## src/hdl/sob_pkg.sv

```systemverilog
`timescale 1ns / 1ps
// ----------------------------------------------------------------------------
// sob_pkg
// Shared widths, types and the cosine lookup table for the oscillator bank.
// ----------------------------------------------------------------------------
package sob_pkg;

  localparam int BANK_SIZE      = 16;
  localparam int BANK_IDX_W     = $clog2(BANK_SIZE);
  localparam int RESULT_LIMIT   = 16;
  localparam int TICK_LIMIT     = (BANK_SIZE < RESULT_LIMIT) ? BANK_SIZE : RESULT_LIMIT;
  localparam int INDEX_W        = 4;
  localparam int PHASE_W        = 32;
  localparam int WEIGHT_W       = 16;
  localparam int SAMPLE_W       = 16;
  localparam int VALUE_W        = 32;
  localparam int COUNT_W        = 5;
  localparam int TABLE_BITS     = 10;
  localparam int TABLE_LEN      = 1 << TABLE_BITS;
  localparam int QBITS          = TABLE_BITS - 2;
  localparam int IN_TDATA_W     = 104;
  localparam int OUT_TDATA_W    = 40;
  localparam int OUT_PAD_W      = OUT_TDATA_W - VALUE_W - INDEX_W;
  localparam int OUT_FIFO_DEPTH = 8;
  localparam int FIFO_PTR_W     = $clog2(OUT_FIFO_DEPTH);
  localparam int OUTSTANDING_W  = $clog2(OUT_FIFO_DEPTH + 1);

  localparam logic [COUNT_W-1:0] IN_USE_RESET = COUNT_W'(16);

  // pi/2 in Q62
  localparam logic [63:0] HALF_PI_Q62 = 64'h6487_ED51_10B4_611A;

  typedef enum logic {
    OP_LOAD = 1'b0,
    OP_TICK = 1'b1
  } opcode_t;

  // One oscillator's stored state
  typedef struct packed {
    logic        [PHASE_W-1:0]  phase;
    logic        [PHASE_W-1:0]  incr;
    logic signed [WEIGHT_W-1:0] wcos;
    logic signed [WEIGHT_W-1:0] wsin;
  } osc_entry_t;

  // Travels with each oscillator down the tick pipeline
  typedef struct packed {
    logic               last;
    logic [INDEX_W-1:0] index;
  } tick_tag_t;

  typedef struct packed {
    logic                      last;
    logic        [INDEX_W-1:0] index;
    logic signed [VALUE_W-1:0] value;
  } result_t;

  typedef logic signed [SAMPLE_W-1:0] cos_rom_t [TABLE_LEN];

  // (a*b) >> 62, keeping 64 bits
  function automatic logic [63:0] mul_q62(input logic [63:0] a, input logic [63:0] b);
    logic [127:0] p;
    p = {64'd0, a} * {64'd0, b};
    return p[125:62];
  endfunction

  // Divide a series term by j*(j+1)
  function automatic logic [63:0] div_term(input logic [63:0] t, input logic [5:0] j);
    logic [63:0] q;
    case (j)
      6'd1:    q = t / 2;
      6'd2:    q = t / 6;
      6'd3:    q = t / 12;
      6'd4:    q = t / 20;
      6'd5:    q = t / 30;
      6'd6:    q = t / 42;
      6'd7:    q = t / 56;
      6'd8:    q = t / 72;
      6'd9:    q = t / 90;
      6'd10:   q = t / 110;
      6'd11:   q = t / 132;
      6'd12:   q = t / 156;
      6'd13:   q = t / 182;
      6'd14:   q = t / 210;
      6'd15:   q = t / 240;
      6'd16:   q = t / 272;
      6'd17:   q = t / 306;
      6'd18:   q = t / 342;
      6'd19:   q = t / 380;
      6'd20:   q = t / 420;
      6'd21:   q = t / 462;
      6'd22:   q = t / 506;
      6'd23:   q = t / 552;
      6'd24:   q = t / 600;
      6'd25:   q = t / 650;
      6'd26:   q = t / 702;
      6'd27:   q = t / 756;
      6'd28:   q = t / 812;
      6'd29:   q = t / 870;
      6'd30:   q = t / 930;
      6'd31:   q = t / 992;
      6'd32:   q = t / 1056;
      default: q = t;
    endcase
    return q;
  endfunction

  // Taylor series in Q62: cosine, or sine when odd_start is set
  function automatic logic [63:0] series_q62(input logic [63:0] x, input logic odd_start);
    logic        [63:0] x2;
    logic        [63:0] term;
    logic signed [63:0] sum;
    logic        [5:0]  j;
    x2   = mul_q62(x, x);
    term = odd_start ? x : 64'h4000_0000_0000_0000;
    sum  = signed'(term);
    for (int n = 1; n <= 16; n++) begin
      j    = odd_start ? 6'(2 * n) : 6'(2 * n - 1);
      term = div_term(mul_q62(term, x2), j);
      if (n[0]) begin
        sum = sum - signed'(term);
      end else begin
        sum = sum + signed'(term);
      end
    end
    if (sum < 0) begin
      sum = '0;
    end
    return unsigned'(sum);
  endfunction

  // round(32767*cos(2*pi*k/TABLE_LEN)), half away from zero
  function automatic cos_rom_t build_cos_rom();
    cos_rom_t    rom;
    logic [63:0] hi_part;
    logic [63:0] lo_part;
    logic [63:0] r;
    logic [63:0] x;
    logic [63:0] c;
    logic [63:0] v;
    logic [1:0]  quad;
    hi_part = HALF_PI_Q62 >> QBITS;
    lo_part = HALF_PI_Q62 & ((64'd1 << QBITS) - 64'd1);
    for (int k = 0; k < TABLE_LEN; k++) begin
      quad = 2'(k >> QBITS);
      r    = 64'(k) & ((64'd1 << QBITS) - 64'd1);
      x    = hi_part * r + ((lo_part * r) >> QBITS);
      c    = series_q62(x, quad[0]);
      v    = ((c >> 30) * 64'd32767 + 64'h8000_0000) >> 32;
      if (v > 64'd32767) begin
        v = 64'd32767;
      end
      if (quad == 2'd1 || quad == 2'd2) begin
        rom[k] = -signed'(v[SAMPLE_W-1:0]);
      end else begin
        rom[k] = signed'(v[SAMPLE_W-1:0]);
      end
    end
    return rom;
  endfunction

  localparam cos_rom_t COS_ROM = build_cos_rom();

endpackage

```

## src/hdl/sob_mix.sv

```systemverilog
`timescale 1ns / 1ps
// ----------------------------------------------------------------------------
// sob_mix
// Weighted sum of cosine and sine: products registered, then added.
// ----------------------------------------------------------------------------
module sob_mix (
  input  logic                                clk,
  input  logic                                rst,
  input  logic                                in_valid,
  input  sob_pkg::tick_tag_t                  in_tag,
  input  logic signed [sob_pkg::WEIGHT_W-1:0] wcos,
  input  logic signed [sob_pkg::WEIGHT_W-1:0] wsin,
  input  logic signed [sob_pkg::SAMPLE_W-1:0] cos_val,
  input  logic signed [sob_pkg::SAMPLE_W-1:0] sin_val,
  output logic                                out_valid,
  output sob_pkg::result_t                    out_result
);
  import sob_pkg::*;

  logic signed [VALUE_W-1:0] prod_c;
  logic signed [VALUE_W-1:0] prod_s;
  tick_tag_t                 prod_tag;
  logic                      prod_valid;

  // Hold the valid flag of the product stage
  always_ff @(posedge clk) begin
    if (rst) begin
      prod_valid <= 1'b0;
    end else begin
      prod_valid <= in_valid;
    end
  end

  // Register both products
  always_ff @(posedge clk) begin
    prod_c   <= VALUE_W'(wcos) * VALUE_W'(cos_val);
    prod_s   <= VALUE_W'(wsin) * VALUE_W'(sin_val);
    prod_tag <= in_tag;
  end

  // Add, wrapping to 32 bits
  assign out_valid        = prod_valid;
  assign out_result.last  = prod_tag.last;
  assign out_result.index = prod_tag.index;
  assign out_result.value = prod_c + prod_s;

endmodule

```

## config.mk

```make
export PLATFORM = sky130hd
export DESIGN_NAME = sob_mix
export DESIGN_NICKNAME = d
export VERILOG_FILES = /design/src/hdl/sob_pkg.sv /design/src/hdl/sob_mix.sv
export SDC_FILE = /design/constraint.sdc
export NUM_CORES = 2
export LEC_CHECK = 0
export ABC_AREA = 1
export ABC_CLOCK_PERIOD_IN_PS = 6900
export BUFFER_PORTS_ARGS = -buffer_cell sky130_fd_sc_hd__buf_2
export CAP_MARGIN = 20
export CORE_MARGIN = 8
export CORE_UTILIZATION = 36
export CTS_BUF_LIST = sky130_fd_sc_hd__clkbuf_16
export CTS_CLUSTER_SIZE = 8
export DETAILED_ROUTE_END_ITERATION = 8
export PLACE_DENSITY = 0.55
export RECOVER_POWER = 50
export SETUP_SLACK_MARGIN = 0.5
export SKIP_CTS_REPAIR_TIMING = 1
export SLEW_MARGIN = 15
export SYNTH_ARGS = -nofsm -noshare
export SYNTH_HDL_FRONTEND = slang
export SYNTH_SLANG_ARGS = --single-unit
```

## constraint.sdc

```tcl
create_clock -name clk -period 6.9 [get_ports clk]
set_input_delay 1.035 -clock clk [delete_from_list [all_inputs] [get_ports clk]]
set_output_delay 1.035 -clock clk [all_outputs]
set_load 0.1 [all_outputs]
```

[Yosys cells after proc, flatten, opt, wreduce, memory -nomap -nowiden]
Cells that the tools add are included.
Word-level totals
  flip-flop bits (word level): 70
  output and inout bits: 38
  logic and storage cells: 8
Cells by class
  $add $sub $neg: 1
  $mul: 2
Operators with widths (number)
  $mul 16x16->32: 2
  $add 32x32->32: 1

[Depth between registers and ports, before layout]
  word-level depth: 1
  gate-level depth with buffers: 28
  mapped depth without buffers: 26

[Worst setup path before layout]
Ideal clock, no wire load.
  path kind: in2reg
  from: in sin_val[3] (netlist bit)
  to: reg prod_s[31]
  setup time: 0.112 ns
  arrival: 6.055 ns
  data required time: 6.788 ns
  setup slack: 0.732 ns
  stages: 22
  buffers on the path: 2
  cells stage by stage: clkbuf_1 clkbuf_1 nand2_1 inv_1 fa_1 fa_1 fa_1 fa_1 fa_1 inv_1 fa_1 inv_1 ha_1 nand2_1 nor2_2 inv_2 nor3_1 nand2_1 inv_1 nor2_1 nand2_1 nand2_1
Between the ends
  word-level cells in the longest chain between the ends: 1
RTL lines
  from (decl): line sob_mix.sv:14  | input logic signed [sob_pkg::SAMPLE_W-1:0] sin_val,
  $mul 16x16->32: line sob_mix.sv:37  | prod_s <= VALUE_W'(wsin) * VALUE_W'(sin_val);
  to (signal assigned): line sob_mix.sv:37
  to (decl): line sob_mix.sv:21  | logic signed [VALUE_W-1:0] prod_s;
No other way between the ends.
A chain may end at the register's enable or synchronous reset.

[Worst setup path after layout]
  from: in wsin[0] (netlist bit)
  to: reg prod_s[30]
Between the ends
  word-level cells in the longest chain between the ends: 1
RTL lines
  from (decl): line sob_mix.sv:12  | input logic signed [sob_pkg::WEIGHT_W-1:0] wsin,
  $mul 16x16->32: line sob_mix.sv:37
No other way between the ends.

==> impl_metrics.json <==
{
  "antennaDiodeCount": 0,
  "critPathRequiredTime_ps": 7140,
  "fin_hold_ws_ps": 796,
  "result_of_the_run": "finished, final reports clean",
  "timing.critical_path.arrival_ps": 6390,
  "numCtsBuffers": 9,
  "routed_via_density": 4.53,
  "max_slew_margin_pct": 20.4,
  "avgRoutedWirePerCell_microns": 14.7,
  "tritoncts": "built",
  "synth_simple_gate_area_share_pct": 21.3,
  "synth_area_leaders": "sky130_fd_sc_hd__fa_1, sky130_fd_sc_hd__inv_1, sky130_fd_sc_hd__nand2_1",
  "globalRouteOverflowTotal": 0,
  "num_vias": 20005,
  "vert_die_dim_microns": 281,
  "setup_tns_ps": 0,
  "final_critical_path_setup_slack_ps": 750,
  "syn_inst": 3457,
  "cts_max_level": 3,
  "timing_worst_setup_path_type": "input port to flop",
  "synth-seq-cells": 70,
  "first_pass_grt_wire_length_microns": 110000,
  "hold_class": "input port to flop",
  "filler_cell_count": 7454,
  "postRouteAntennaNets": 0,
  "yosys.cell_types.count": 31,
  "setup.worst_path.end_class": "flop",
  "synth-compound-area-share_pct": 2.78,
  "drt-pass1-iter-count": 6,
  "synth_top_family_by_area": "adder cells",
  "maxClockFrequency_mhz": 163,
  "initial_antenna_violation_count": 0,
  "area_share_of_the_largest_cell_type_after_synthesis_pct": 41.5,
  "clockRootBuffer": "sky130_fd_sc_hd__clkbuf_16",
  "tightestPinTransition_ps": 1200,
  "detail_route.drc_violations": 0,
  "die_w_microns": 281,
  "synth.cell_area_sq_um": 25300,
  "final-hold-violation-count": 0,
  "cp_max_fo": 15,
  "design.die.area_sq_um": 79100,
  "post_synth_fa_ha_maj_area_fraction_pct": 51.1,
  "min_delay_path_depth": 1,
  "proportion_of_layout_cells_with_a_drive_suffix_above_1_pct": 4.32,
  "yosys.area_share.xor_xnor_pct": 2.01,
  "number_of_global_route_vias_before_repair": 21057,
  "layout.nets": 4262,
  "synth.mux.area_fraction_pct": 0,
  "synth.yosys.seq_area_share_pct": 5.53,
  "clock_tree.buffer_depth": 2,
  "initial_utilization_pct": 36.3,
  "worst_setup_hold_path_clk_slew_ps": 50,
  "pin_count": 110,
  "synthesis.area_per_instance_sq_um": 7.33,
  "synth.net_count": 4249,
  "drt-initial-drc-count": 1201,
  "place.port_buffers": 109,
  "grt_start_max_net_pins": 18,
  "post-route-min-period_ps": 6150,
  "final-max-slew-violation-count": 0,
  "synthesis.yosys.warnings": 0,
  "numClockSinks": 70,
  "dp_slack_ps": 368,
  "grt_setup_unrepaired": "true",
  "final-setup-viol-count": 0,
  "placeableCoreArea_sq_um": 69800,
  "areaGrowthSynthToFinish_pct": 6.13,
  "timing.max_cap.violations": 0,
  "global_route.usage.total_pct": 17.1,
  "critical_path.startpoint_type": "input port",
  "rows": 97,
  "finalCritPeriodShare_pct": 89.1,
  "yosys.area.top_type": "sky130_fd_sc_hd__fa_1",
  "place.detailed.hpwl_microns": 56800,
  "totalWireLength_microns": 64900,
  "gpl.final_weighted_congestion": 0.900
}
## Yosys cell counts, drive strengths merged
master and number:
a21o 4, a21oi 76, a31oi 2, and2 4, buf 1, clkbuf 115, dfxtp 70, fa 525
ha 195, inv 1046, nand2 1003, nand3 102, nand3b 4, nand4 28, nor2 144, nor3 25
nor4 2, o21ai 24, o21bai 21, or2 8, xnor2 8, xor2 50
## cell usage in the layout, fill, tap and decap left out, drive strengths merged
master / n
buf: 78
inv: 1048
nor3: 25
or2: 8
a21o: 4
and2: 4
a21oi: 76
xnor2: 8
fa: 525
nand2: 1003
o21ai: 24
nor4: 2
clkbuf: 49
a31oi: 2
dfxtp: 70
nand4: 28
ha: 195
nand3: 102
xor2: 50
nor2: 144
o21bai: 21
nand3b: 4
clkinv: 4
## cells by family (layout without fill, tap and decap cells)
kind of cell,Yosys count,in the layout
adder cells (fa/ha/maj),720,720
XOR/XNOR,58,58
flip-flops,70,70
AND/OR/NAND/NOR,1320,1320
AO/OA/AOI/OAI,127,127
buffers and inverters,1162,1179
## path summary, 6_finish.rpt
check	start	endpoint	slack [ps]
max	wsin[0]	prod_s[30]$_DFF_P_	750
min	in_tag[1]	out_result[33]$_DFF_P_	800
## metrics by stage
stage | utilization (%) | cells | instance area [sq um]
6_report | 38.5 | 4414 | 26900
5_1_grt | 38.5 | 4414 | 26900
4_1_cts | 38.6 | 4414 | 26900
3_5_place_dp | 38.2 | 4399 | 26700
3_3_place_gp | 38.2 | 4399 | 26700
2_1_floorplan | - | 3457 | 25300
## per-layer routing
layer / GRT usage, % / wire length (microns) / vias up / share of wire (%)
met3: 1.43 / 3010 / 35 / 4.6
met4: 1.84 / 653 / 0 / 1.0
met1: 24.6 / 30700 / 9750 / 47
met2: 28.9 / 30500 / 405 / 47
met5: 0 / 0 / - / 0
li1: - / - / 9815 / -
## registers in the layout (all words and copies together), names as in the netlist
signal,count
out_valid,1
out_result,5
prod_s,32
prod_c,32
## final cells by class
class,count,area (sq um),area share (%)
Sequential cell,70,1400,5.21
Clock buffer,9,225,0.838
Timing Repair Buffer,118,558,2.08
Multi-Input combinational cell,2225,19600,72.8
Inverter,1046,3930,14.6
Clock inverter,6,22.5,0.0838
Tap cell,940,1180,4.38
## critical path, stage by stage
cell and delay (ps):
sky130_fd_sc_hd__clkbuf_1 170, sky130_fd_sc_hd__clkbuf_1 690, sky130_fd_sc_hd__nand2_1 170, sky130_fd_sc_hd__fa_1 390, sky130_fd_sc_hd__inv_1 80, sky130_fd_sc_hd__fa_1 430
sky130_fd_sc_hd__ha_1 210, sky130_fd_sc_hd__fa_1 490, sky130_fd_sc_hd__inv_1 60, sky130_fd_sc_hd__fa_1 480, sky130_fd_sc_hd__fa_1 490, sky130_fd_sc_hd__inv_1 50
sky130_fd_sc_hd__ha_1 330, sky130_fd_sc_hd__nand2_1 180, sky130_fd_sc_hd__inv_1 60, sky130_fd_sc_hd__a21oi_1 330, sky130_fd_sc_hd__nand2_1 240, sky130_fd_sc_hd__nand2_1 110
sky130_fd_sc_hd__nand2_1 130, sky130_fd_sc_hd__nand2_1 110, sky130_fd_sc_hd__nand2_1 60, sky130_fd_sc_hd__nand2_1 60, sky130_fd_sc_hd__nand2_1 40
Power is left out: the tool's default activity adds up to more than one toggle a clock period on the data nets, which glitch-free logic cannot reach.
