**src/hdl/sob_pkg.sv**
```systemverilog
`timescale 1ns / 1ps
// ----------------------------------------------------------------------------
// sob_pkg
// Shared widths, types and the cosine lookup table for the oscillator bank.
// ----------------------------------------------------------------------------
package sob_pkg;

  localparam int BANK_SIZE      = 16;
  localparam int BANK_IDX_W     = $clog2(BANK_SIZE);
  localparam int RESULT_LIMIT   = 16;
  localparam int TICK_LIMIT     = (BANK_SIZE < RESULT_LIMIT) ? BANK_SIZE : RESULT_LIMIT;
  localparam int INDEX_W        = 4;
  localparam int PHASE_W        = 32;
  localparam int WEIGHT_W       = 16;
  localparam int SAMPLE_W       = 16;
  localparam int VALUE_W        = 32;
  localparam int COUNT_W        = 5;
  localparam int TABLE_BITS     = 10;
  localparam int TABLE_LEN      = 1 << TABLE_BITS;
  localparam int QBITS          = TABLE_BITS - 2;
  localparam int IN_TDATA_W     = 104;
  localparam int OUT_TDATA_W    = 40;
  localparam int OUT_PAD_W      = OUT_TDATA_W - VALUE_W - INDEX_W;
  localparam int OUT_FIFO_DEPTH = 8;
  localparam int FIFO_PTR_W     = $clog2(OUT_FIFO_DEPTH);
  localparam int OUTSTANDING_W  = $clog2(OUT_FIFO_DEPTH + 1);

  localparam logic [COUNT_W-1:0] IN_USE_RESET = COUNT_W'(16);

  // pi/2 in Q62
  localparam logic [63:0] HALF_PI_Q62 = 64'h6487_ED51_10B4_611A;

  typedef enum logic {
    OP_LOAD = 1'b0,
    OP_TICK = 1'b1
  } opcode_t;

  // One oscillator's stored state
  typedef struct packed {
    logic        [PHASE_W-1:0]  phase;
    logic        [PHASE_W-1:0]  incr;
    logic signed [WEIGHT_W-1:0] wcos;
    logic signed [WEIGHT_W-1:0] wsin;
  } osc_entry_t;

  // Travels with each oscillator down the tick pipeline
  typedef struct packed {
    logic               last;
    logic [INDEX_W-1:0] index;
  } tick_tag_t;

  typedef struct packed {
    logic                      last;
    logic        [INDEX_W-1:0] index;
    logic signed [VALUE_W-1:0] value;
  } result_t;

  typedef logic signed [SAMPLE_W-1:0] cos_rom_t [TABLE_LEN];

  // (a*b) >> 62, keeping 64 bits
  function automatic logic [63:0] mul_q62(input logic [63:0] a, input logic [63:0] b);
    logic [127:0] p;
    p = {64'd0, a} * {64'd0, b};
    return p[125:62];
  endfunction

  // Divide a series term by j*(j+1)
  function automatic logic [63:0] div_term(input logic [63:0] t, input logic [5:0] j);
    logic [63:0] q;
    case (j)
      6'd1:    q = t / 2;
      6'd2:    q = t / 6;
      6'd3:    q = t / 12;
      6'd4:    q = t / 20;
      6'd5:    q = t / 30;
      6'd6:    q = t / 42;
      6'd7:    q = t / 56;
      6'd8:    q = t / 72;
      6'd9:    q = t / 90;
      6'd10:   q = t / 110;
      6'd11:   q = t / 132;
      6'd12:   q = t / 156;
      6'd13:   q = t / 182;
      6'd14:   q = t / 210;
      6'd15:   q = t / 240;
      6'd16:   q = t / 272;
      6'd17:   q = t / 306;
      6'd18:   q = t / 342;
      6'd19:   q = t / 380;
      6'd20:   q = t / 420;
      6'd21:   q = t / 462;
      6'd22:   q = t / 506;
      6'd23:   q = t / 552;
      6'd24:   q = t / 600;
      6'd25:   q = t / 650;
      6'd26:   q = t / 702;
      6'd27:   q = t / 756;
      6'd28:   q = t / 812;
      6'd29:   q = t / 870;
      6'd30:   q = t / 930;
      6'd31:   q = t / 992;
      6'd32:   q = t / 1056;
      default: q = t;
    endcase
    return q;
  endfunction

  // Taylor series in Q62: cosine, or sine when odd_start is set
  function automatic logic [63:0] series_q62(input logic [63:0] x, input logic odd_start);
    logic        [63:0] x2;
    logic        [63:0] term;
    logic signed [63:0] sum;
    logic        [5:0]  j;
    x2   = mul_q62(x, x);
    term = odd_start ? x : 64'h4000_0000_0000_0000;
    sum  = signed'(term);
    for (int n = 1; n <= 16; n++) begin
      j    = odd_start ? 6'(2 * n) : 6'(2 * n - 1);
      term = div_term(mul_q62(term, x2), j);
      if (n[0]) begin
        sum = sum - signed'(term);
      end else begin
        sum = sum + signed'(term);
      end
    end
    if (sum < 0) begin
      sum = '0;
    end
    return unsigned'(sum);
  endfunction

  // round(32767*cos(2*pi*k/TABLE_LEN)), half away from zero
  function automatic cos_rom_t build_cos_rom();
    cos_rom_t    rom;
    logic [63:0] hi_part;
    logic [63:0] lo_part;
    logic [63:0] r;
    logic [63:0] x;
    logic [63:0] c;
    logic [63:0] v;
    logic [1:0]  quad;
    hi_part = HALF_PI_Q62 >> QBITS;
    lo_part = HALF_PI_Q62 & ((64'd1 << QBITS) - 64'd1);
    for (int k = 0; k < TABLE_LEN; k++) begin
      quad = 2'(k >> QBITS);
      r    = 64'(k) & ((64'd1 << QBITS) - 64'd1);
      x    = hi_part * r + ((lo_part * r) >> QBITS);
      c    = series_q62(x, quad[0]);
      v    = ((c >> 30) * 64'd32767 + 64'h8000_0000) >> 32;
      if (v > 64'd32767) begin
        v = 64'd32767;
      end
      if (quad == 2'd1 || quad == 2'd2) begin
        rom[k] = -signed'(v[SAMPLE_W-1:0]);
      end else begin
        rom[k] = signed'(v[SAMPLE_W-1:0]);
      end
    end
    return rom;
  endfunction

  localparam cos_rom_t COS_ROM = build_cos_rom();

endpackage

```
**src/hdl/sob_osc_store.sv**
```systemverilog
`timescale 1ns / 1ps
// ----------------------------------------------------------------------------
// sob_osc_store
// Oscillator state memory: one entry per oscillator, one write and one
// registered read per cycle. Valid bits make unloaded entries read as zero.
// ----------------------------------------------------------------------------
module sob_osc_store (
  input  logic                            clk,
  input  logic                            rst,
  input  logic                            rd_en,
  input  logic [sob_pkg::BANK_IDX_W-1:0]  rd_addr,
  output sob_pkg::osc_entry_t             rd_entry,
  input  logic                            wr_en,
  input  logic                            wr_load,
  input  logic [sob_pkg::BANK_IDX_W-1:0]  wr_addr,
  input  sob_pkg::osc_entry_t             wr_entry
);
  import sob_pkg::*;

  osc_entry_t             mem [BANK_SIZE];
  logic [BANK_SIZE-1:0]   loaded;
  osc_entry_t             rd_raw;
  logic                   rd_loaded;

  // Write and read the entry array
  always_ff @(posedge clk) begin
    if (wr_en) begin
      mem[wr_addr] <= wr_entry;
    end
    if (rd_en) begin
      rd_raw <= mem[rd_addr];
    end
  end

  // Track which entries hold a load since reset
  always_ff @(posedge clk) begin
    if (rst) begin
      loaded    <= '0;
      rd_loaded <= 1'b0;
    end else begin
      if (wr_en && wr_load) begin
        loaded[wr_addr] <= 1'b1;
      end
      if (rd_en) begin
        rd_loaded <= loaded[rd_addr];
      end
    end
  end

  // Mask entries never loaded to their reset value
  assign rd_entry = rd_loaded ? rd_raw : '0;

endmodule

```
**config.mk**
```make
export PLATFORM = sky130hd
export DESIGN_NAME = sob_osc_store
export DESIGN_NICKNAME = d
export VERILOG_FILES = /design/src/hdl/sob_pkg.sv /design/src/hdl/sob_osc_store.sv
export SDC_FILE = /design/constraint.sdc
export NUM_CORES = 1
export LEC_CHECK = 0
export ABC_CLOCK_PERIOD_IN_PS = 19610
export BUFFER_PORTS_ARGS = -buffer_cell sky130_fd_sc_hd__buf_2
export CAP_MARGIN = 20
export CORE_UTILIZATION = 50
export CTS_CLUSTER_DIAMETER = 30
export DETAILED_ROUTE_END_ITERATION = 6
export PLACE_DENSITY = 0.66
export SYNTH_ARGS = -nofsm -noshare
export SYNTH_HDL_FRONTEND = slang
export SYNTH_SLANG_ARGS = --single-unit
```
**constraint.sdc**
```tcl
create_clock -name clk -period 19.61 [get_ports clk]
set_input_delay 0.9805 -clock clk [delete_from_list [all_inputs] [get_ports clk]]
set_output_delay 0.9805 -clock clk [all_outputs]
set_load 0.05 [all_outputs]
```
; After elaboration in Yosys (flattened, before gate mapping)
; Memories as Yosys holds them, arrays and structs flattened. A register that Yosys moved wholly into a read port is not among the register bits.
; Index checks and enable logic that the tools add are counted.
[word_totals]
ram_bits = 1536
input_bits = 109
mem_count = 1
regBits = 17
elab_cells = 16
[memory_table]
columns = memory, depth, word_bits, rd, rd_ports_with_merged_regs, write_ports, line
row1 = mem, 16, 96, 1, 1, 1, sob_osc_store.sv:20  ; osc_entry_t mem [BANK_SIZE];
[op_classes]
n_lt_le_gt_ge = 3
bitwise_logic = 1
n_reduce_logical = 2
mux = 7
[ops]
columns = operator, n
row1 = 96-bit 2-to-1 mux, 1
row2 = 16-bit OR, 1
row3 = 4-bit by 5-bit < comparator with 1-bit output (second input constant), 2
row4 = 1-bit binary-select mux with 4-bit select, 1
row5 = 1-bit demux with 4-bit select, 1
row6 = 4-bit by 1-bit greater-or-equal comparator with 1-bit output (second input constant), 1
row7 = 1-bit 2-to-1 mux, 4
row8 = 1-bit logical AND, 2

; Longest topological paths before layout
; Gate-level depths: netlist (run 1).
[depth]
word_depth = 5
ltp_mapped = 7
depth_no_buf = 4

; Least setup slack after synthesis (run 1)
; Ideal clock, no wire load.
[synth_path]
kind = input port to flip-flop
from = input port wr_addr[2] (netlist bit)
to = memory mem[0][0] (netlist bit) (enable)
slack_ps = 10953
setup_time_ps = 668
stages = 2
t_arrival_ps = 7989
path_cell_list = or3b_2 > nor3_1
[synth_rtl]
columns = item, line
row1 = start: declaration, sob_osc_store.sv:15  ; input logic [sob_pkg::BANK_IDX_W-1:0] wr_addr,
row2 = end: declaration, sob_osc_store.sv:20
; No word-level cell before the write port.

==> implementation parameters, run 1 <==
Parameter                              Value

Status
  Status ... finished clean

Timing
  Final Hold Viols ... 0
  Setup repair after global routing missed its margin ... no
  Final period utilization ... 21.2%
  Worst rel slew slack ... a little over a quarter
  Total Neg Setup Slack ... 0 ps
  Max Fclk ... 241 MHz
  Final slew viol count ... 0
  WHS ... ~470 ps
  Final setup fails ... 0
  Post-layout minimum cycle time ... 4150 ps
  Slew at the pin with the worst max-slew slack ... 1090 ps
  Final clock skew ... 61.6 ps

Logic synthesis
  Count of mapped cells out of synthesis ... 2427
  Async set-or-reset flop fraction in the synthesized netlist ... 0%
  Synth top area share ... between 70% and 80%
  Number of nets produced by synthesis ... about 2500
  Most used flip-flop cell after synthesis ... edfxtp_1
  Cell area after synthesis ... 61900 um2
  Synth warn ... 0
  Register area share after synthesis ... 79.8%
  Area leader, netlist ... edfxtp_1
  Top post-synthesis cells by count ... 1632 x edfxtp_1, 482 x mux4_2, 96 x and2_1
  EDFF count, synth ... about 1600
  Post-synthesis register bit count ... 1649
  Synthesized area divided by synthesized cell count ... 25.5 um2
  Largest cells by area after synthesis ... edfxtp_1 79%, mux4_2 18%, and2_1 0.97%
  Number of distinct standard cells referenced by the synthesized netlist ... 25
  Most frequent cell after synthesis ... edfxtp_1

Clock tree
  Insertion delay of the later-clocked pin in the worst-skew pair ... 880 ps
  Maximum level of the CTS H-tree ... 5
  Root buffer cell ... clkbuf_16
  Quantity of gates resized following cts ... 0
  Postcts setup bufs ... 0
  Num Clock Sinks ... 1649
  Clock buffers created by TritonCTS ... between 300 and 400
  TritonCTS clock tree ... built
  Clock-pin slew reported for the worst setup and hold paths after clock tree synthesis ... 40 ps
  Clock buffer depth ... 4
  Hold Buf Count CTS ... 0

Setup path
  Required time at the worst-slack endpoint ... 18630 ps
  Worst reg2reg path depth ... 2
  CP Launch Type ... flop
  FF-to-FF setup slack ... between 15000 and 20000 ps
  Kind of critical path ... reg2out
  Data arrival time at the worst-slack endpoint ... approximately 3200 ps
  Max Fanout on Critical Path ... 55
  Reg2Reg Capture Point ... rd_raw[70]$_DFFE_PP_
  Critical path capture point type ... output port
  Worst reg2reg startpoint ... mem[10][70]$_DFFE_PP_

Die
  Core region area ... between 100000 and 150000 um2
  Number of I/O pins ... between 200 and 250
  Y dimension of the die ... 354 um
  Initial Util ... around half
  Horiz. Die Dim ... 354 um
  Overall die area ... 125000 um2
  Row cnt ... between 100 and 150

Finish
  Share of cells above drive strength 1 ... between 30 and 40%
  Combined flip-flop and latch cell area ... 49400 um2
  Fin area ... 75200 um2
  Area of the multi-input gates ... around 12000 um2
  Area added between synthesis and finish ... 21.6%
  Number of inserted filler cells in the final layout ... 8071
  Post-layout net count ... between 2000 and 3000
  Core occupancy in the finished layout ... 61.6%

Drt
  Number of nets with antenna violations after routing ... 0
  Vias post-DR ... 28300
  Routed vias/inst ... approximately 6
  DRC violations left ... 0
  First-pass detailed-route iteration total ... 5
  Final routed wirelength across all metal layers ... 142000 um
  Number of DRC violations after detailed-routing iteration 0 ... roughly 2800
  WL per Instance ... about 30 um

Power and ir drop
  VDD IR-drop max ... 0.0748 mV
  Leakage power summed over all cells ... about 25 nW
  Power density over cell area ... 127 nW/um2

Hold path
  End point of the most critical hold path ... loaded[15]$_SDFFE_PP0P_
  Path type of the worst min-delay path ... reg2reg
  Cells on Worst Hold Path ... 2
  Beginning of the worst hold path ... loaded[15]$_SDFFE_PP0P_

Global routing
  Via count of the first global-routing pass ... between 30000 and 40000
  Number of antenna violations at the first check in global routing ... 29
  All-layer global routing usage ... 23.2%
  Global route overflow ... 0
  Pin count of the biggest net entering global routing ... around 110
  Global-route wire length before repair ... 208000 um

Job
  MaxCap Viol Count ... 0

Placement
  HPWL after detailed placement ... 66600 um
  Placed cell area ... 64900 um2
  Routability Congestion ... 0.730
  Total of buffers placed on input and output ports ... 204
==> layout by cell type, fill, tap and decap left out, types with 16 or more instances in the layout <==
cell	Yosys	layout
nor2_1	32	20
mux4_2	482	482
clkinv_4	0	20
buf_2	10	199
clkinv_1	0	49
inv_6	0	18
buf_4	29	50
edfxtp_1	1632	1632
dfxtp_1	17	16
clkinvlp_4	0	24
clkinv_2	0	42
clkbuf_1	54	33
bufinv_16	0	41
clkbuf_16	0	317
and2_1	96	96
==> kinds of logic (layout without fill, tap and decap cells) <==
family          Yosys count  count (layout)  synth area share [%]
flops                  1649            1649                  79.8
mux                     486             486                  17.6
simple gates            150             150                  1.39
buf+inv                 122             810                  1.03
compound gates           20              20                 0.190
other cells               0               5                     0
==> critical path, cell delays in order, from the launching register on <==
cell     delay (ps)
dfxtp_4         720
buf_4           780
and2_1          420
buf_2           330
==> cell type report <==
cell class / instances / share of cell area [%]
flip-flops and latches: 1649 / 65.6
well taps: 1625 / 2.70
clock buffers: 350 / 10.7
multi-input cells: 656 / 15.9
diodes: 5 / 0.0166
repair buffers: 259 / 2.05
clock inverters: 201 / 2.99
==> per-stage QoR <==
stage	std cells	setup WS [ps]	power [mW]
final	4745	15460	9.54
after global routing	4742	15330	9.81
after CTS	4739	15340	9.62
after detailed placement	4188	14670	4.42
after global placement	4188	14780	4.40
after floorplan	2427	10950	4.29
==> power breakdown <==
part | internal, mW | leakage (nW) | switching (mW)
logic | 0.145 | 4.76 | 0.205
registers | 3.98 | 15.0 | 0.0242
clock network | 3.49 | 4.99 | 1.70
==> how the worst max path moves through the flow <==
stage	slack, ps	start	to	depth (start not counted)
floorplan	10950	wr_addr[2]	mem[0][0]$_DFFE_PP_	2
global route	15330	rd_loaded$_SDFFE_PP0P_	rd_entry[39]	3
detailed placement	14670	rd_addr[0]	rd_raw[7]$_DFFE_PP_	5
CTS	15340	rd_loaded$_SDFFE_PP0P_	rd_entry[39]	3
global placement	14780	rd_addr[0]	rd_raw[85]$_DFFE_PP_	5
finish	15460	rd_loaded$_SDFFE_PP0P_	rd_entry[39]	3
==> routing by layer <==
metal / wire [um] / vias to the layer above / GRT usage, %
met5: 176 / - / 0
met4: 2590 / 26 / 6.35
met3: 10100 / 266 / 5.07
met2: 73200 / 1148 / 39.1
met1: 55800 / 15300 / 30.6
li1: - / 11600 / -
==> flip-flops by register name (all words and copies together), names as in the netlist <==
signal / flops
mem: 1536
rd_raw: 96
rd_loaded: 1
loaded: 16
Note: power is estimated with default switching activity, not from simulation.
==> run 2: changes to the inputs <==
--- a/config.mk
+++ b/config.mk
@@ -5,13 +5,13 @@
 export SDC_FILE = /design/constraint.sdc
 export NUM_CORES = 1
 export LEC_CHECK = 0
-export ABC_CLOCK_PERIOD_IN_PS = 19610
+export ABC_CLOCK_PERIOD_IN_PS = 3700
 export BUFFER_PORTS_ARGS = -buffer_cell sky130_fd_sc_hd__buf_2
 export CAP_MARGIN = 20
 export CORE_UTILIZATION = 50
 export CTS_CLUSTER_DIAMETER = 30
 export DETAILED_ROUTE_END_ITERATION = 6
-export PLACE_DENSITY = 0.66
+export PLACE_DENSITY = 0.69
 export SYNTH_ARGS = -nofsm -noshare
 export SYNTH_HDL_FRONTEND = slang
 export SYNTH_SLANG_ARGS = --single-unit
==> constraint.sdc (replaced) <==
create_clock -name clk -period 3.7 [get_ports clk]
set_input_delay 0.185 -clock clk [delete_from_list [all_inputs] [get_ports clk]]
set_output_delay 0.185 -clock clk [all_outputs]
set_load 0.05 [all_outputs]
==> run 2 against run 1 <==
Effect of this change: via count up 3.1%; largest cell class unchanged; global-route usage rose by 0.79 points; critical endpoint is now rd_entry[44]; setup slack worse by 15000 ps; power grew to 5.2 times the previous value.
==> implementation parameters, run 2 (synthesized netlist as in run 1, its figures left out) <==
Parameter                              Value

Clock tree
  Clock buffers created by TritonCTS ... 301 (-4.1%)
  Clock buffer depth ... 4 (unchanged)
  Clock-pin slew reported for the worst setup and hold paths after clock tree synthesis ... 50 ps (about the same)
  Insertion delay of the later-clocked pin in the worst-skew pair ... 870 ps (about the same)
  Postcts setup bufs ... 0 (unchanged)
  TritonCTS clock tree ... built
  Num Clock Sinks ... 1649 (unchanged)
  Maximum level of the CTS H-tree ... 5 (unchanged)
  Root buffer cell ... clkbuf_16

Timing
  Max Fclk ... 353 MHz
  Slew at the pin with the worst max-slew slack ... 1130 ps (+40.0 ps)
  Worst rel slew slack ... 24.5% (-2.8 points)
  Final Hold Viols ... 0 (unchanged)
  Post-layout minimum cycle time ... 2830 ps
  Final period utilization ... 76.6%
  Final slew viol count ... 0 (unchanged)
  Setup repair after global routing missed its margin ... no
  Final clock skew ... 47.1 ps (-14.5 ps)
  Final setup fails ... 0 (unchanged)

Global routing
  Global route overflow ... 0 (unchanged)
  Via count of the first global-routing pass ... 31500 (+2.5%)
  All-layer global routing usage ... 24.0% (+0.79 points)
  Number of antenna violations at the first check in global routing ... 13 (-55%)
  Pin count of the biggest net entering global routing ... 97 (-8.5%)
  Global-route wire length before repair ... 215000 um (+3.4%)

Status
  Status ... finished clean

Finish
  Area added between synthesis and finish ... 23.9%
  Register with the most flip-flops ... mem
  Count of placed standard cells in the final layout, fillers left out ... 4857 (+2.4%)
  Fin area ... 76700 um2 (+1.9%)
  Flip-flop count of the largest register, all copies and words added ... 1536 (unchanged)
  Leading cell type in the layout, fill and taps excluded ... edfxtp_1
  Number of inserted filler cells in the final layout ... 7733 (-4.2%)
  Share of cells above drive strength 1 ... 38.7% (-0.78 points)
  Biggest registers after layout ... mem x1536, rd_raw x96, loaded x16
  Combined flip-flop and latch cell area ... 49400 um2 (unchanged)
  Area of the multi-input gates ... 12000 um2 (+0.21%)
  Commonest cells after routing, fill and taps aside ... 1632 x edfxtp_1, 482 x mux4_2, 304 x clkbuf_16
  Post-layout net count ... 3112 (+4.1%)

Placement
  Number of instances in the placed design ... 4214 (+0.62%)
  HPWL after detailed placement ... 71900 um (+7.9%)
  Placed cell area ... 65800 um2 (+1.5%)
  Routability Congestion ... 0.746 (+2.3%)
  Total of buffers placed on input and output ports ... 204 (unchanged)

Drt
  Vias post-DR ... 29200 (+3.1%)
  Number of DRC violations after detailed-routing iteration 0 ... 3211 (+14%)
  Number of nets with antenna violations after routing ... 0 (unchanged)
  Final routed wirelength across all metal layers ... 147000 um (+3.8%)
  WL per Instance ... 30.3 um (+1.4%)
  Routed vias/inst ... 6.01 (+0.68%)
  First-pass detailed-route iteration total ... 5 (unchanged)
  DRC violations left ... 0 (unchanged)

Die
  Initial Util ... 50.6% (unchanged)
  Overall die area ... 125000 um2 (unchanged)
  Core region area ... 122000 um2 (unchanged)
  Horiz. Die Dim ... 354 um (unchanged)
  Row cnt ... 128 (unchanged)
  Y dimension of the die ... 354 um (unchanged)
  Number of I/O pins ... 205 (unchanged)

Setup path
  CP Launch Type ... flop
  Required time at the worst-slack endpoint ... 3510 ps (-15120 ps)
  Kind of critical path ... reg2out
  Critical path capture point type ... output port
  Data arrival time at the worst-slack endpoint ... 2650 ps (-520 ps)
  Max Fanout on Critical Path ... 44 (-20%)

Job
  MaxCap Viol Count ... 0 (unchanged)

Hold path
  Path type of the worst min-delay path ... in2reg

Power and ir drop
  Power density over cell area ... 645 nW/um2 (+410%)
  VDD IR-drop max ... 0.485 mV (+550%)
  Leakage power summed over all cells ... 25.2 nW (+2.0%)
-- run 2: cell types whose count changed in the layout (fill, tap and decap cells not counted), moves of 7 or more --
cell,before,now
clkbuf_16,317,304
inv_6,18,29
bufinv_16,41,29
buf_12,4,62
clkinv_4,20,27
clkinv_1,49,33
dlygate4sd3_1,0,111
buf_4,50,18
-- run 2: per-stage QoR --
step / utilization (%) / setup TNS (ps) / setup slack (ps) / hold WS (ps) / total power, mW
CTS: 62.7 / 0 / 806 / 181 / 49.8
floorplan: - / -2030850 / -1570 / 284 / 22.7
global placement: 53.9 / 0 / 1200 / 442 / 23.4
detailed placement: 53.9 / 0 / 1170 / 460 / 23.5
finish: 62.7 / 0 / 868 / 231 / 49.4
global route: 62.7 / 0 / 802 / 234 / 50.7
-- run 2: report_power, final --
part	total [mW]	internal, mW	switching (mW)
clock network	26.2	17.1	9.05
registers	21.2	21.1	0.149
logic	2.04	0.895	1.14
total	49.4	39.1	10.3
-- run 2: final cells by class --
| class | instances | share of cell area, % |
|---|---|---|
| timing repair buffer | 395 | 4.63 |
| antenna | 10 | 0.0326 |
| multi-input combinational | 656 | 15.7 |
| clock buffer | 335 | 10.1 |
| sequential | 1649 | 64.4 |
| tap | 1625 | 2.65 |
| clock inverter | 187 | 2.53 |
-- run 2: metal layers --
| layer | share of wire [%] | up-vias | track usage [%] |
|---|---|---|---|
| li1 | - | 11800 | - |
| met1 | 38 | 15700 | 31.2 |
| met2 | 53 | 1432 | 40.8 |
| met3 | 7.6 | 245 | 5.23 |
| met4 | 1.9 | 10 | 6.84 |
| met5 | 0.046 | - | 0 |
-- run 2: path summary, 6_finish.rpt --
check                          from  cells after the start                endpoint  slack (ps)
max          rd_loaded$_SDFFE_PP0P_                      3            rd_entry[44]         870
min                    wr_entry[31]                      2    mem[5][31]$_DFFE_PP_         230
max reg2reg   mem[15][71]$_DFFE_PP_                      2    rd_raw[71]$_DFFE_PP_        1990
min reg2reg  loaded[6]$_SDFFE_PP0P_                      2  loaded[6]$_SDFFE_PP0P_         470
-- run 2: critical path, cell delays in order, from the launching register on --
cell and delay, ps:
dfxtp_4 690, buf_12 330, and2_1 350, buf_2 330
-- run 2: what timing repair did --
action	in CTS	in global routing
hold buffers	111	0
gates resized for setup	0	0
hold endpoints to repair	1610	0
