`config.mk`:
```
export PLATFORM = sky130hd
export DESIGN_NAME = sob_out_fifo
export DESIGN_NICKNAME = d
export VERILOG_FILES = /design/src/hdl/sob_pkg.sv /design/src/hdl/sob_out_fifo.sv
export SDC_FILE = /design/constraint.sdc
export NUM_CORES = 1
export LEC_CHECK = 0
export BUFFER_PORTS_ARGS = -buffer_cell sky130_fd_sc_hd__buf_2
export CAP_MARGIN = 5
export CORE_MARGIN = 8
export CORE_UTILIZATION = 35
export DETAILED_ROUTE_END_ITERATION = 8
export PLACE_DENSITY_LB_ADDON = 0.12
export SETUP_SLACK_MARGIN = 0.1
export SLEW_MARGIN = 20
export SYNTH_ARGS = -nofsm -noshare
export SYNTH_HDL_FRONTEND = slang
export SYNTH_SLANG_ARGS = --single-unit
```
`constraint.sdc`:
```
create_clock -name clk -period 10.6 [get_ports clk]
set_input_delay 1.06 -clock clk [delete_from_list [all_inputs] [get_ports clk]]
set_output_delay 1.06 -clock clk [all_outputs]
set_load 0.02 [all_outputs]
```
`src/hdl/sob_pkg.sv`:
```
`timescale 1ns / 1ps
// ----------------------------------------------------------------------------
// sob_pkg
// Shared widths, types and the cosine lookup table for the oscillator bank.
// ----------------------------------------------------------------------------
package sob_pkg;

  localparam int BANK_SIZE      = 16;
  localparam int BANK_IDX_W     = $clog2(BANK_SIZE);
  localparam int RESULT_LIMIT   = 16;
  localparam int TICK_LIMIT     = (BANK_SIZE < RESULT_LIMIT) ? BANK_SIZE : RESULT_LIMIT;
  localparam int INDEX_W        = 4;
  localparam int PHASE_W        = 32;
  localparam int WEIGHT_W       = 16;
  localparam int SAMPLE_W       = 16;
  localparam int VALUE_W        = 32;
  localparam int COUNT_W        = 5;
  localparam int TABLE_BITS     = 10;
  localparam int TABLE_LEN      = 1 << TABLE_BITS;
  localparam int QBITS          = TABLE_BITS - 2;
  localparam int IN_TDATA_W     = 104;
  localparam int OUT_TDATA_W    = 40;
  localparam int OUT_PAD_W      = OUT_TDATA_W - VALUE_W - INDEX_W;
  localparam int OUT_FIFO_DEPTH = 8;
  localparam int FIFO_PTR_W     = $clog2(OUT_FIFO_DEPTH);
  localparam int OUTSTANDING_W  = $clog2(OUT_FIFO_DEPTH + 1);

  localparam logic [COUNT_W-1:0] IN_USE_RESET = COUNT_W'(16);

  // pi/2 in Q62
  localparam logic [63:0] HALF_PI_Q62 = 64'h6487_ED51_10B4_611A;

  typedef enum logic {
    OP_LOAD = 1'b0,
    OP_TICK = 1'b1
  } opcode_t;

  // One oscillator's stored state
  typedef struct packed {
    logic        [PHASE_W-1:0]  phase;
    logic        [PHASE_W-1:0]  incr;
    logic signed [WEIGHT_W-1:0] wcos;
    logic signed [WEIGHT_W-1:0] wsin;
  } osc_entry_t;

  // Travels with each oscillator down the tick pipeline
  typedef struct packed {
    logic               last;
    logic [INDEX_W-1:0] index;
  } tick_tag_t;

  typedef struct packed {
    logic                      last;
    logic        [INDEX_W-1:0] index;
    logic signed [VALUE_W-1:0] value;
  } result_t;

  typedef logic signed [SAMPLE_W-1:0] cos_rom_t [TABLE_LEN];

  // (a*b) >> 62, keeping 64 bits
  function automatic logic [63:0] mul_q62(input logic [63:0] a, input logic [63:0] b);
    logic [127:0] p;
    p = {64'd0, a} * {64'd0, b};
    return p[125:62];
  endfunction

  // Divide a series term by j*(j+1)
  function automatic logic [63:0] div_term(input logic [63:0] t, input logic [5:0] j);
    logic [63:0] q;
    case (j)
      6'd1:    q = t / 2;
      6'd2:    q = t / 6;
      6'd3:    q = t / 12;
      6'd4:    q = t / 20;
      6'd5:    q = t / 30;
      6'd6:    q = t / 42;
      6'd7:    q = t / 56;
      6'd8:    q = t / 72;
      6'd9:    q = t / 90;
      6'd10:   q = t / 110;
      6'd11:   q = t / 132;
      6'd12:   q = t / 156;
      6'd13:   q = t / 182;
      6'd14:   q = t / 210;
      6'd15:   q = t / 240;
      6'd16:   q = t / 272;
      6'd17:   q = t / 306;
      6'd18:   q = t / 342;
      6'd19:   q = t / 380;
      6'd20:   q = t / 420;
      6'd21:   q = t / 462;
      6'd22:   q = t / 506;
      6'd23:   q = t / 552;
      6'd24:   q = t / 600;
      6'd25:   q = t / 650;
      6'd26:   q = t / 702;
      6'd27:   q = t / 756;
      6'd28:   q = t / 812;
      6'd29:   q = t / 870;
      6'd30:   q = t / 930;
      6'd31:   q = t / 992;
      6'd32:   q = t / 1056;
      default: q = t;
    endcase
    return q;
  endfunction

  // Taylor series in Q62: cosine, or sine when odd_start is set
  function automatic logic [63:0] series_q62(input logic [63:0] x, input logic odd_start);
    logic        [63:0] x2;
    logic        [63:0] term;
    logic signed [63:0] sum;
    logic        [5:0]  j;
    x2   = mul_q62(x, x);
    term = odd_start ? x : 64'h4000_0000_0000_0000;
    sum  = signed'(term);
    for (int n = 1; n <= 16; n++) begin
      j    = odd_start ? 6'(2 * n) : 6'(2 * n - 1);
      term = div_term(mul_q62(term, x2), j);
      if (n[0]) begin
        sum = sum - signed'(term);
      end else begin
        sum = sum + signed'(term);
      end
    end
    if (sum < 0) begin
      sum = '0;
    end
    return unsigned'(sum);
  endfunction

  // round(32767*cos(2*pi*k/TABLE_LEN)), half away from zero
  function automatic cos_rom_t build_cos_rom();
    cos_rom_t    rom;
    logic [63:0] hi_part;
    logic [63:0] lo_part;
    logic [63:0] r;
    logic [63:0] x;
    logic [63:0] c;
    logic [63:0] v;
    logic [1:0]  quad;
    hi_part = HALF_PI_Q62 >> QBITS;
    lo_part = HALF_PI_Q62 & ((64'd1 << QBITS) - 64'd1);
    for (int k = 0; k < TABLE_LEN; k++) begin
      quad = 2'(k >> QBITS);
      r    = 64'(k) & ((64'd1 << QBITS) - 64'd1);
      x    = hi_part * r + ((lo_part * r) >> QBITS);
      c    = series_q62(x, quad[0]);
      v    = ((c >> 30) * 64'd32767 + 64'h8000_0000) >> 32;
      if (v > 64'd32767) begin
        v = 64'd32767;
      end
      if (quad == 2'd1 || quad == 2'd2) begin
        rom[k] = -signed'(v[SAMPLE_W-1:0]);
      end else begin
        rom[k] = signed'(v[SAMPLE_W-1:0]);
      end
    end
    return rom;
  endfunction

  localparam cos_rom_t COS_ROM = build_cos_rom();

endpackage

```
`src/hdl/sob_out_fifo.sv`:
```
`timescale 1ns / 1ps
// ----------------------------------------------------------------------------
// sob_out_fifo
// Result queue between the tick pipeline and the output stream. The
// sequencer never lets more results be in flight than it can hold.
// ----------------------------------------------------------------------------
module sob_out_fifo (
  input  logic             clk,
  input  logic             rst,
  input  logic             push,
  input  sob_pkg::result_t push_data,
  output logic             out_valid,
  input  logic             out_ready,
  output sob_pkg::result_t out_data
);
  import sob_pkg::*;

  result_t               slots [OUT_FIFO_DEPTH];
  logic [FIFO_PTR_W-1:0] wr_ptr;
  logic [FIFO_PTR_W-1:0] rd_ptr;
  logic [FIFO_PTR_W:0]   count;
  logic                  pop;

  assign pop       = out_valid && out_ready;
  assign out_valid = (count != '0);
  assign out_data  = slots[rd_ptr];

  // Store pushed results
  always_ff @(posedge clk) begin
    if (push) begin
      slots[wr_ptr] <= push_data;
    end
  end

  // Advance pointers and occupancy
  always_ff @(posedge clk) begin
    if (rst) begin
      wr_ptr <= '0;
      rd_ptr <= '0;
      count  <= '0;
    end else begin
      if (push) begin
        wr_ptr <= wr_ptr + 1'b1;
      end
      if (pop) begin
        rd_ptr <= rd_ptr + 1'b1;
      end
      case ({push, pop})
        2'b10:   count <= count + 1'b1;
        2'b01:   count <= count - 1'b1;
        default: count <= count;
      endcase
    end
  end

endmodule

```
Yosys cells after proc, flatten, opt, wreduce, memory -nomap -nowiden --
Memory sizes are Yosys's and may differ from the RTL's. A register that Yosys moved wholly into a read port is not among the register bits. Index checks and enable logic that the tools add are counted.
Storage, ports and cells: logic and storage cells 18, input port bits 41, memory bits (read-only) 0, output and inout bits 38, memories kept 1, bits in latches 0, memory bits (writable) 296, register bits after elaboration 10
Operators by class: $mul 0, mux-type cells 5, add/sub/neg operators 4, shift operators 0, magnitude comparators 0, bitwise logic cells 0, eq/ne operators 2, reductions and logical operators 3, div/mod/pow operators 0
Memories:
- slots | words 8, bits a word 37, read ports 1, clocked after Yosys merged registers in 1, wr ports 1, line sob_out_fifo.sv:18 | result_t slots [OUT_FIFO_DEPTH];
Operators with widths (count):
- $pmux W4 S2 | 1
- $add A3 B1 Y3 const B | 2
- $mux W3 | 2
- $add A4 B1 Y4 const B | 1
- $reduce_bool A4 Y1 | 1
- $sub A4 B1 Y4 const B | 1
- $eq A2 B1 Y1 const B | 1
- $eq A2 B2 Y1 const B | 1
- $mux W1 | 2
- $reduce_bool A2 Y1 | 1
- $logic_and A1 B1 Y1 | 1

Depth between registers and ports, before layout --
Gate-level depths: netlist of run 1.
depth after elaboration 4, depth in mapped cells 10, mapped depth without buffers 10

Worst setup path after synthesis of run 1 --
OpenSTA, ideal clock, no wires.
path type input port to flip-flop, start in push, end mem slots[0][0] (netlist bit), enable pin, arrival 3.696 ns, library setup time 0.477 ns, setup slack 6.427 ns, stages on the path 2, path buffers 0, cell sequence nand2b_1 nor3_1
On the way: cells in the longest elaborated chain, start to end 2
Ends and longest elaborated chain:
- start: declaration | line sob_out_fifo.sv:10 | input logic push,
- $mux W1 | line sob_out_fifo.sv:30 | if (push) begin
- $mux W1 (implied by the code) | line sob_out_fifo.sv:31 | slots[wr_ptr] <= push_data;
- end: declaration | line sob_out_fifo.sv:18
No other way between the ends.

==> metrics.txt, run 1 <==
Final Critical Period 4250 ps; CTS tree yes; post-route ant nets 0; kind of critical path register to primary output; detailed placement HPWL 13.3 mm; flops & latches, synth 309; layout cells sized above 1 41.6%; largest net degree at the start of global routing 75; Synth async-reset ratio 0%; routability-driven placement congestion ratio 0.687; cell depth of the worst hold path 2; Area Overhead vs Synth 18.3%; relative slew slack 37.6%; initial DRC count 235; Clk pin slew, worst setup/hold paths 60 ps; DRT Pass-1 Iters 4; RSZ-0062 raised after global routing no; Filler cells 2938; Setup Viol. Count Final 0; post-route setup TNS 0 ps; Vias/cell 4.91; die span in y 199 µm; number of instances in the placed design 1016; IO Count 79; Routed WL 23.9 mm; worst skew pair latency 510 ps; Die ar. 39600 µm²; Leakage 0.00443 µW; peak supply drop 0.0992 mV; Post-synth EDFFs 296; final-report hold violation count 0; clk sink count 309; Hold WC Path Type register to register; Post-Syn Instances 499; Syn Area/Cell 23.5 µm²; placed instance area 12700 µm²; Design Area, Final 13900 µm²; clock skew 13.9 ps; reg2reg path depth 10; total grt overflow 0; final slew viol count 0; Final nets 650; Net Count, Synth 545; GRT Total Usage 12.3%; vias in the first global route 5833; Layout Cells excl Fill 1079; drt drc 0; slowest CP cell buf_4; status finished, final reports clean; Max Freq 235 MHz; clock root buffer clkbuf_16; Reg2Reg Setup Slack 7990 ps; cell area after synthesis 11700 µm²; RR Startpoint count[1]; H-tree levels 2; ys flop type edfxtp_1; sequential fraction of the synthesis area 78.0%; Wirelength per Cell 22.2 µm; maximum fanout along the worst path 46; final core occ 41.7%; Worst-Margin Slew 936 ps; CTS Hold Buffers Added 0; Power Dens Cells 228 nW/µm²; worst path bufs/invs 2; capture point of the worst reg-to-reg path count[2]; Design Power 3170 µW; synth unique cells 28; Max Cap Viol 0; PortBufs 78; max incr delay on CP 840 ps; CP Cell Sequence buf_4 > mux4_2 > mux2_2 > buf_2; Worst EP arrival 3190 ps; Top delay family on crit path buffers and inverters; die width 199 µm; synth warn 0; worst-case clock buffer depth 3; CTS resizes 0; worst hold path startpoint rd_ptr[1]; first-pass GRT wire length 36.1 mm; CP Capture Type primary output; crit path launch type register; Post-CTS Setup Bufs 0; Initial Util 35.3%; initial antenna violation count 3; final worst path period share 40.1%; core area 33300 µm²; Critical Path RT 9540 ps; via count 5293; row count 67; number of CTS-inserted buffers 34
-- worst max-delay path by stage --
stage,startpoint,to,depth (start not counted)
6_report,register,out_data[23],4
5_1_grt,register,out_data[20],4
4_1_cts,register,out_data[20],4
3_5_place_dp,register,out_data[35],4
3_3_place_gp,register,out_data[3],4
2_1_floorplan,push,slots[0][0],2
-- cell families after synthesis --
group                    count (synthesis)  share of synthesized area [%]
flip-flops                             309                           78.0
XOR/XNOR                                 7                          0.522
adder cells (fa/ha/maj)                  5                          0.533
buffers and inverters                   24                           1.27
multiplexers                           115                           18.1
AND/OR/NAND/NOR                         33                           1.29
AO/OA/AOI/OAI                            6                          0.320
-- where the power goes --
group / internal [µW] / total (µW) / switching, µW
combinational: 261 / 530 / 269
sequential: 1380 / 1420 / 42.3
clock: 758 / 1210 / 454
total: 2400 / 3170 / 765
-- placed cells by master (no fill, tap or decap), types with 2 or more instances in the layout --
cell,count
mux4_2,74
a21oi_1,3
nor2_4,6
dfxtp_4,2
clkbuf_1,10
nor2_1,9
nand2_1,6
nor3_2,2
clkinv_8,2
xor2_1,6
buf_2,78
bufinv_16,6
buf_4,12
ha_1,5
nand3_1,2
dfxtp_1,10
inv_1,2
clkinv_2,3
edfxtp_1,296
mux2i_1,2
nand2b_1,3
clkbuf_16,35
clkinv_1,4
mux2_2,38
-- per-layer routing --
layer	up-vias	wire, µm	track usage, %	share of wire (%)
li1	2316	-	-	-
met1	2829	10400	15.6	43
met2	104	11900	20.8	50
met3	38	1190	3.13	5.0
met4	6	402	2.96	1.7
met5	-	40	0	0.17
-- area by class of cell --
| class | instances | area [µm²] | share of cell area (%) |
|---|---|---|---|
| multi-input cells | 166 | 2490 | 18.0 |
| inverters | 2 | 7.51 | 0.0541 |
| flip-flops and latches | 309 | 9160 | 65.9 |
| clock buffers | 45 | 913 | 6.58 |
| repair buffers | 91 | 492 | 3.54 |
| clock inverters | 17 | 259 | 1.87 |
| diodes | 1 | 2.50 | 0.0180 |
| well taps | 448 | 561 | 4.04 |
-- per-stage QoR --
step	hold WS (ps)	setup WS (ps)
finish	481	6350
global route	513	6050
CTS	493	6180
detailed placement	485	6740
global placement	458	6750
floorplan	454	6430
-- cells in the mapped netlist (all sizes together) (2+ instances only) --
| master | count | share of area [%] |
|---|---|---|
| edfxtp | 296 | 76 |
| mux4 | 74 | 14 |
| mux2 | 39 | 3.7 |
| buf | 16 | 1.0 |
| nor2 | 15 | 0.48 |
| dfxtp | 13 | 2.2 |
| clkbuf | 6 | 0.20 |
| nand2 | 6 | 0.19 |
| xor2 | 6 | 0.45 |
| ha | 5 | 0.53 |
| a21oi | 3 | 0.13 |
| nand2b | 3 | 0.16 |
| nor3 | 3 | 0.13 |
| inv | 2 | 0.064 |
| mux2i | 2 | 0.17 |
| nand3 | 2 | 0.085 |
-- worst register-to-register path, stage by stage, from the launching register on --
cell     delay [ps]
dfxtp_1         360
or4_1           620
nand2_1         160
inv_1            90
ha_1            250
xor2_1          170
ha_1            190
a21oi_1         150
xor2_1          100
or3_1           310
a21oi_1         150
-- state kept, by name, indices dropped and copies added (netlist names), named ones only --
register  count
slots       296
rd_ptr        3
count         4
wr_ptr        3
No activity file was read; power rests on OpenSTA's default activity.
==> run 2, diff against run 1 <==
==> constraint.sdc (replaced) <==
create_clock -name clk -period 3.7 [get_ports clk]
set_input_delay 0.37 -clock clk [delete_from_list [all_inputs] [get_ports clk]]
set_output_delay 0.37 -clock clk [all_outputs]
set_load 0.02 [all_outputs]
==> metrics.txt, run 2 (synthesis results as in run 1) <==
Leakage 0.00442 µW; post-route ant nets 0; most common cell after layout, fill and taps aside edfxtp_1; initial DRC count 235; Clk pin slew, worst setup/hold paths 60 ps; GRT Total Usage 12.6%; clk sink count 309; maximum fanout along the worst path 27; Post-CTS Setup Bufs 0; peak supply drop 0.366 mV; worst-case clock buffer depth 3; clock skew 25.1 ps; kind of critical path register to primary output; Final Critical Period 2940 ps; worst hold path startpoint push_data[25]; CTS Hold Buffers Added 0; relative slew slack 49.3%; final worst path period share 79.5%; drt drc 0; Comb pwr share 17.4%; RR Startpoint count[1]; vias in the first global route 5883; CP Capture Type primary output; DRT Pass-1 Iters 4; routability-driven placement congestion ratio 0.753; sequential power share 46.1%; Final nets 654; Worst-Margin Slew 759 ps; Wirelength per Cell 22.8 µm; largest net degree at the start of global routing 40; number of CTS-inserted buffers 35; max FFs per register 296; Design Area, Final 13900 µm²; die width 199 µm; switch share 25.1%; row count 67; Max Cap Viol 0; status finished, final reports clean; Layout Cells excl Fill 1082; Max Freq 340 MHz; Pint 6670 µW; IO Count 79; H-tree levels 2; Initial Util 35.3%; Die ar. 39600 µm²; Setup Viol. Count Final 0; n_diodes 0; Vias/cell 4.89; post-route setup TNS 0 ps; most frequent cells in the layout edfxtp_1 (296), buf_2 (78), mux4_2 (74); clock root buffer clkbuf_16; CTS tree yes; initial antenna violation count 1; final-report hold violation count 0; detailed placement HPWL 13.8 mm; Top reg by flops slots; Routed WL 24.6 mm; core area 33300 µm²; Worst EP arrival 2570 ps; total grt overflow 0; first-pass GRT wire length 37.1 mm; PortBufs 78; Power Dens Cells 642 nW/µm²; layout cells sized above 1 41.5%; Largest regs slots: 296 flops, count: 4 flops; crit path launch type register; sw power 2240 µW; via count 5295; number of instances in the placed design 1019; Hold WC Path Type input pin to register; Area Overhead vs Synth 18.3%; Critical Path RT 3330 ps; worst skew pair latency 510 ps; placed instance area 12800 µm²; Reg2Reg Setup Slack 1030 ps; CTS resizes 0; die span in y 199 µm; clock share of power 36.5%; RSZ-0062 raised after global routing no; final slew viol count 0
-- run 2: path summary, 6_finish.rpt --
| kind | to | cells after the start |
|---|---|---|
| min | slots[2][25] | 1 |
| max | out_data[36] | 4 |
| max reg2reg | count[3] | 8 |
| min reg2reg | register | 2 |
-- run 2: power groups by stage --
| stage | sequential, µW | combinational, µW | clock [µW] |
|---|---|---|---|
| global route | 4130 | 1680 | 3460 |
| finish | 4110 | 1550 | 3250 |
| CTS | 4120 | 1600 | 3340 |
| floorplan | 4070 | 1250 | 0 |
| global placement | 4180 | 1570 | 0 |
| detailed placement | 4190 | 1590 | 0 |
-- run 2: worst max-delay path, cell delays in order, from the launching register on --
cell and delay (ps):
dfxtp_4 690, buf_12 320, mux4_2 530, mux2_2 310, buf_2 170
-- run 2: layer usage --
metal	GRT usage, %	share of wire, %	wire length [µm]
met4	3.35	1.7	420
met2	21.3	50	12300
met5	0	0.053	13
met3	2.78	4.9	1200
met1	16.2	43	10700
-- run 2: through the flow --
step	setup WS (ps)	hold slack (ps)	utilization [%]	power, µW
global route	602	124	41.7	9270
global placement	1200	478	38.4	5750
finish	760	121	41.7	8910
CTS	659	110	41.7	9060
floorplan	186	454	-	5310
detailed placement	1060	467	38.4	5780
-- run 2: final cells by class --
type	count	area (µm²)
fill	2970	19400
sequential	309	9160
multi-input combinational	166	2490
clock buffer	47	942
timing repair buffer	94	573
tap	448	561
clock inverter	16	144
inverter	2	7.51
==> run 3, diff against run 2 <==
--- a/config.mk
+++ b/config.mk
@@ -5,6 +5,7 @@
 export SDC_FILE = /design/constraint.sdc
 export NUM_CORES = 1
 export LEC_CHECK = 0
+export ABC_AREA = 1
 export BUFFER_PORTS_ARGS = -buffer_cell sky130_fd_sc_hd__buf_2
 export CAP_MARGIN = 5
 export CORE_MARGIN = 8
==> constraint.sdc (replaced) <==
create_clock -name clk -period 2.5 [get_ports clk]
set_input_delay 0.25 -clock clk [delete_from_list [all_inputs] [get_ports clk]]
set_output_delay 0.25 -clock clk [all_outputs]
set_load 0.02 [all_outputs]
==> metrics.txt, run 3 <==
status finished, final reports clean; Pint 9980 µW; CP dominant cell by count nand2_1; switch share 30.9%; CP Capture Type primary output; core area 34400 µm²; Clk pin slew, worst setup/hold paths 60 ps; Post-Synth Adder-Cell Area 0.516%; top-area cell type share of the netlist area 73.3%; clock root buffer clkbuf_16; slowest CP cell dfxtp_4; sequential fraction of the synthesis area 75.4%; Post-Syn Instances 919; placed instance area 13200 µm²; XOR/XNOR Fraction of Synth Area 0.217%; Critical Path RT 2250 ps; crit path launch type register; Largest regs slots: 296 flops, count: 4 flops; ys flop type edfxtp_1; CTS tree yes; Commonest cells post-synth edfxtp_1 (296), nor2_1 (160), o21ai_0 (130); capture point of the worst reg-to-reg path count[2]; Die ar. 40900 µm²; Syn Area/Cell 13.2 µm²; layout cells sized above 1 15.7%; max FFs per register 296; Hold WS 12.2 ps; clock skew 21.9 ps; Vias/cell 4.85; post-synthesis compound-gate area fraction 8.80%; synth unique cells 25; Comb pwr share 24.7%; final-report hold violation count 0; Design Area, Final 14400 µm²; total grt overflow 0; post-route ant nets 0; H-tree levels 2; area of the multi-input gates 2700 µm²; flops & latches, synth 309; PortBufs 78; Leakage 0.00503 µW; relative slew slack 59.4%; Top reg by flops slots; routability-driven placement congestion ratio 0.685; Power Dens Cells 1000 nW/µm²; Post-synth EDFFs 296; final slew viol count 0; Wirelength per Cell 19.3 µm; count leader, synth edfxtp_1; IO Count 79; Hold WC Path Type input pin to register; hold path endpoint slots[0][25]; first-pass GRT wire length 44.4 mm; Reg2Reg Setup Slack 580 ps; Top delay family on crit path buffers and inverters; detailed placement HPWL 15.3 mm; clk sink count 309; RR Startpoint count[1]; initial antenna violation count 1; most frequent cells in the layout edfxtp_1 (296), nor2_1 (152), o21ai_0 (130); worst path bufs/invs 3; die span in y 202 µm; vias in the first global route 7402; largest net degree at the start of global routing 62; number of CTS-inserted buffers 36; initial DRC count 373; Max Cap Viol 0; n_diodes 0; leading area contributor after synthesis edfxtp_1; Area Overhead vs Synth 19.0%; Setup Viol. Count Final 0; GRT Total Usage 13.9%; FF/Latch Area 9160 µm²; max incr delay on CP 390 ps; DRT Pass-1 Iters 4; die width 202 µm; final worst path period share 89.6%; worst-case clock buffer depth 3; maximum fanout along the worst path 51; Synth async-reset ratio 0%; Max Freq 446 MHz; clock share of power 33.8%; sw power 4470 µW; Routed WL 28.9 mm; simple-gate share of the synthesized area 9.14%; Filler cells 3221; drt drc 0; reg2reg path depth 13; cell depth of the worst hold path 1; Design Power 14400 µW; worst skew pair latency 520 ps; CP Cell Sequence inv_4 > buf_12 > nor2_1 > o22ai_1 > nand2_1 > nand2_1 > buf_2; cell area after synthesis 12100 µm²; most common cell after layout, fill and taps aside edfxtp_1; Area contributors post-synth edfxtp_1 (73%), o21ai_0 (5.4%), nor2_1 (5.0%); Final nets 1066; peak supply drop 0.417 mV; post-route setup TNS 0 ps; mux cell area share after synthesis 3.05%; Final Critical Period 2240 ps; sequential power share 41.4%; synth warn 0; Net Count, Synth 965; via count 7254; kind of critical path register to primary output; RSZ-0062 raised after global routing yes; main combinational cell family by area after synthesis simple AND/OR/NAND/NOR gates; Worst EP arrival 1990 ps; Worst-Margin Slew 609 ps; worst hold path startpoint push_data[25]; Initial Util 35.3%; row count 68
-- run 3: cell count changes in the layout (fill, tap and decap cells not counted), sizes merged, moves of 16 or more --
cell	delta
inv	+16
mux2	-39
mux2i	+35
mux4	-74
nand2	+122
nor2	+145
o21ai	+155
o22ai	+37
-- run 3: power groups by stage --
| stage | Clock, µW | Sequential, µW | Combinational [µW] |
|---|---|---|---|
| global placement | 0 | 6100 | 3520 |
| CTS | 5010 | 6000 | 3630 |
| finish | 4890 | 5990 | 3570 |
| detailed placement | 0 | 6100 | 3530 |
| global route | 5210 | 6010 | 4020 |
| floorplan | 0 | 6010 | 2470 |
-- run 3: metal layers --
metal  global-route usage, %  share of wire [%]
met1                    17.9                 45
met2                    24.0                 49
met3                    2.42                3.3
met4                    3.68                2.0
met5                       0              0.038
-- run 3: how the worst max path moves through the flow --
stage | start | end | slack (ps) | depth (start not counted)
after CTS | register | out_data[36] | 120 | 7
after floorplan | wr_ptr[0] | slots[0][0] | -150 | 2
after detailed placement | count[1] | count[2] | 570 | 13
after global placement | register | out_data[3] | 580 | 6
final | register | out_data[16] | 260 | 7
after global routing | register | out_data[16] | 90 | 7
-- run 3: final cells by class --
| type | instances | area share, % |
|---|---|---|
| repair buffers | 114 | 5.94 |
| clock buffers | 45 | 6.62 |
| flip-flops and latches | 309 | 63.5 |
| inverters | 17 | 0.460 |
| well taps | 455 | 3.95 |
| multi-input cells | 542 | 18.7 |
| clock inverters | 15 | 0.893 |
-- run 3: timing repair --
item                       in CTS  in global routing
hold buffers                    8                  0
hold endpoints to repair       46                  0
gates cloned                    1                  0
setup endpoints to repair      19                 32
gates resized for setup         1                  3
buffers inserted                0                  1
-- run 3: per-stage QoR --
| stage | setup slack, ps | util (%) | cells |
|---|---|---|---|
| after global routing | 93.3 | 42.0 | 1497 |
| after floorplan | -151 | - | 919 |
| final | 259 | 42.0 | 1497 |
| after CTS | 121 | 41.9 | 1496 |
| after detailed placement | 568 | 38.4 | 1427 |
| after global placement | 576 | 38.4 | 1427 |
-- run 3: cell families after synthesis --
family                   after synthesis
adder cells (fa/ha/maj)                5
AND/OR/NAND/NOR                      293
AO/OA/AOI/OAI                        204
XOR/XNOR                               3
multiplexers                          37
flip-flops                           309
buffers and inverters                 68
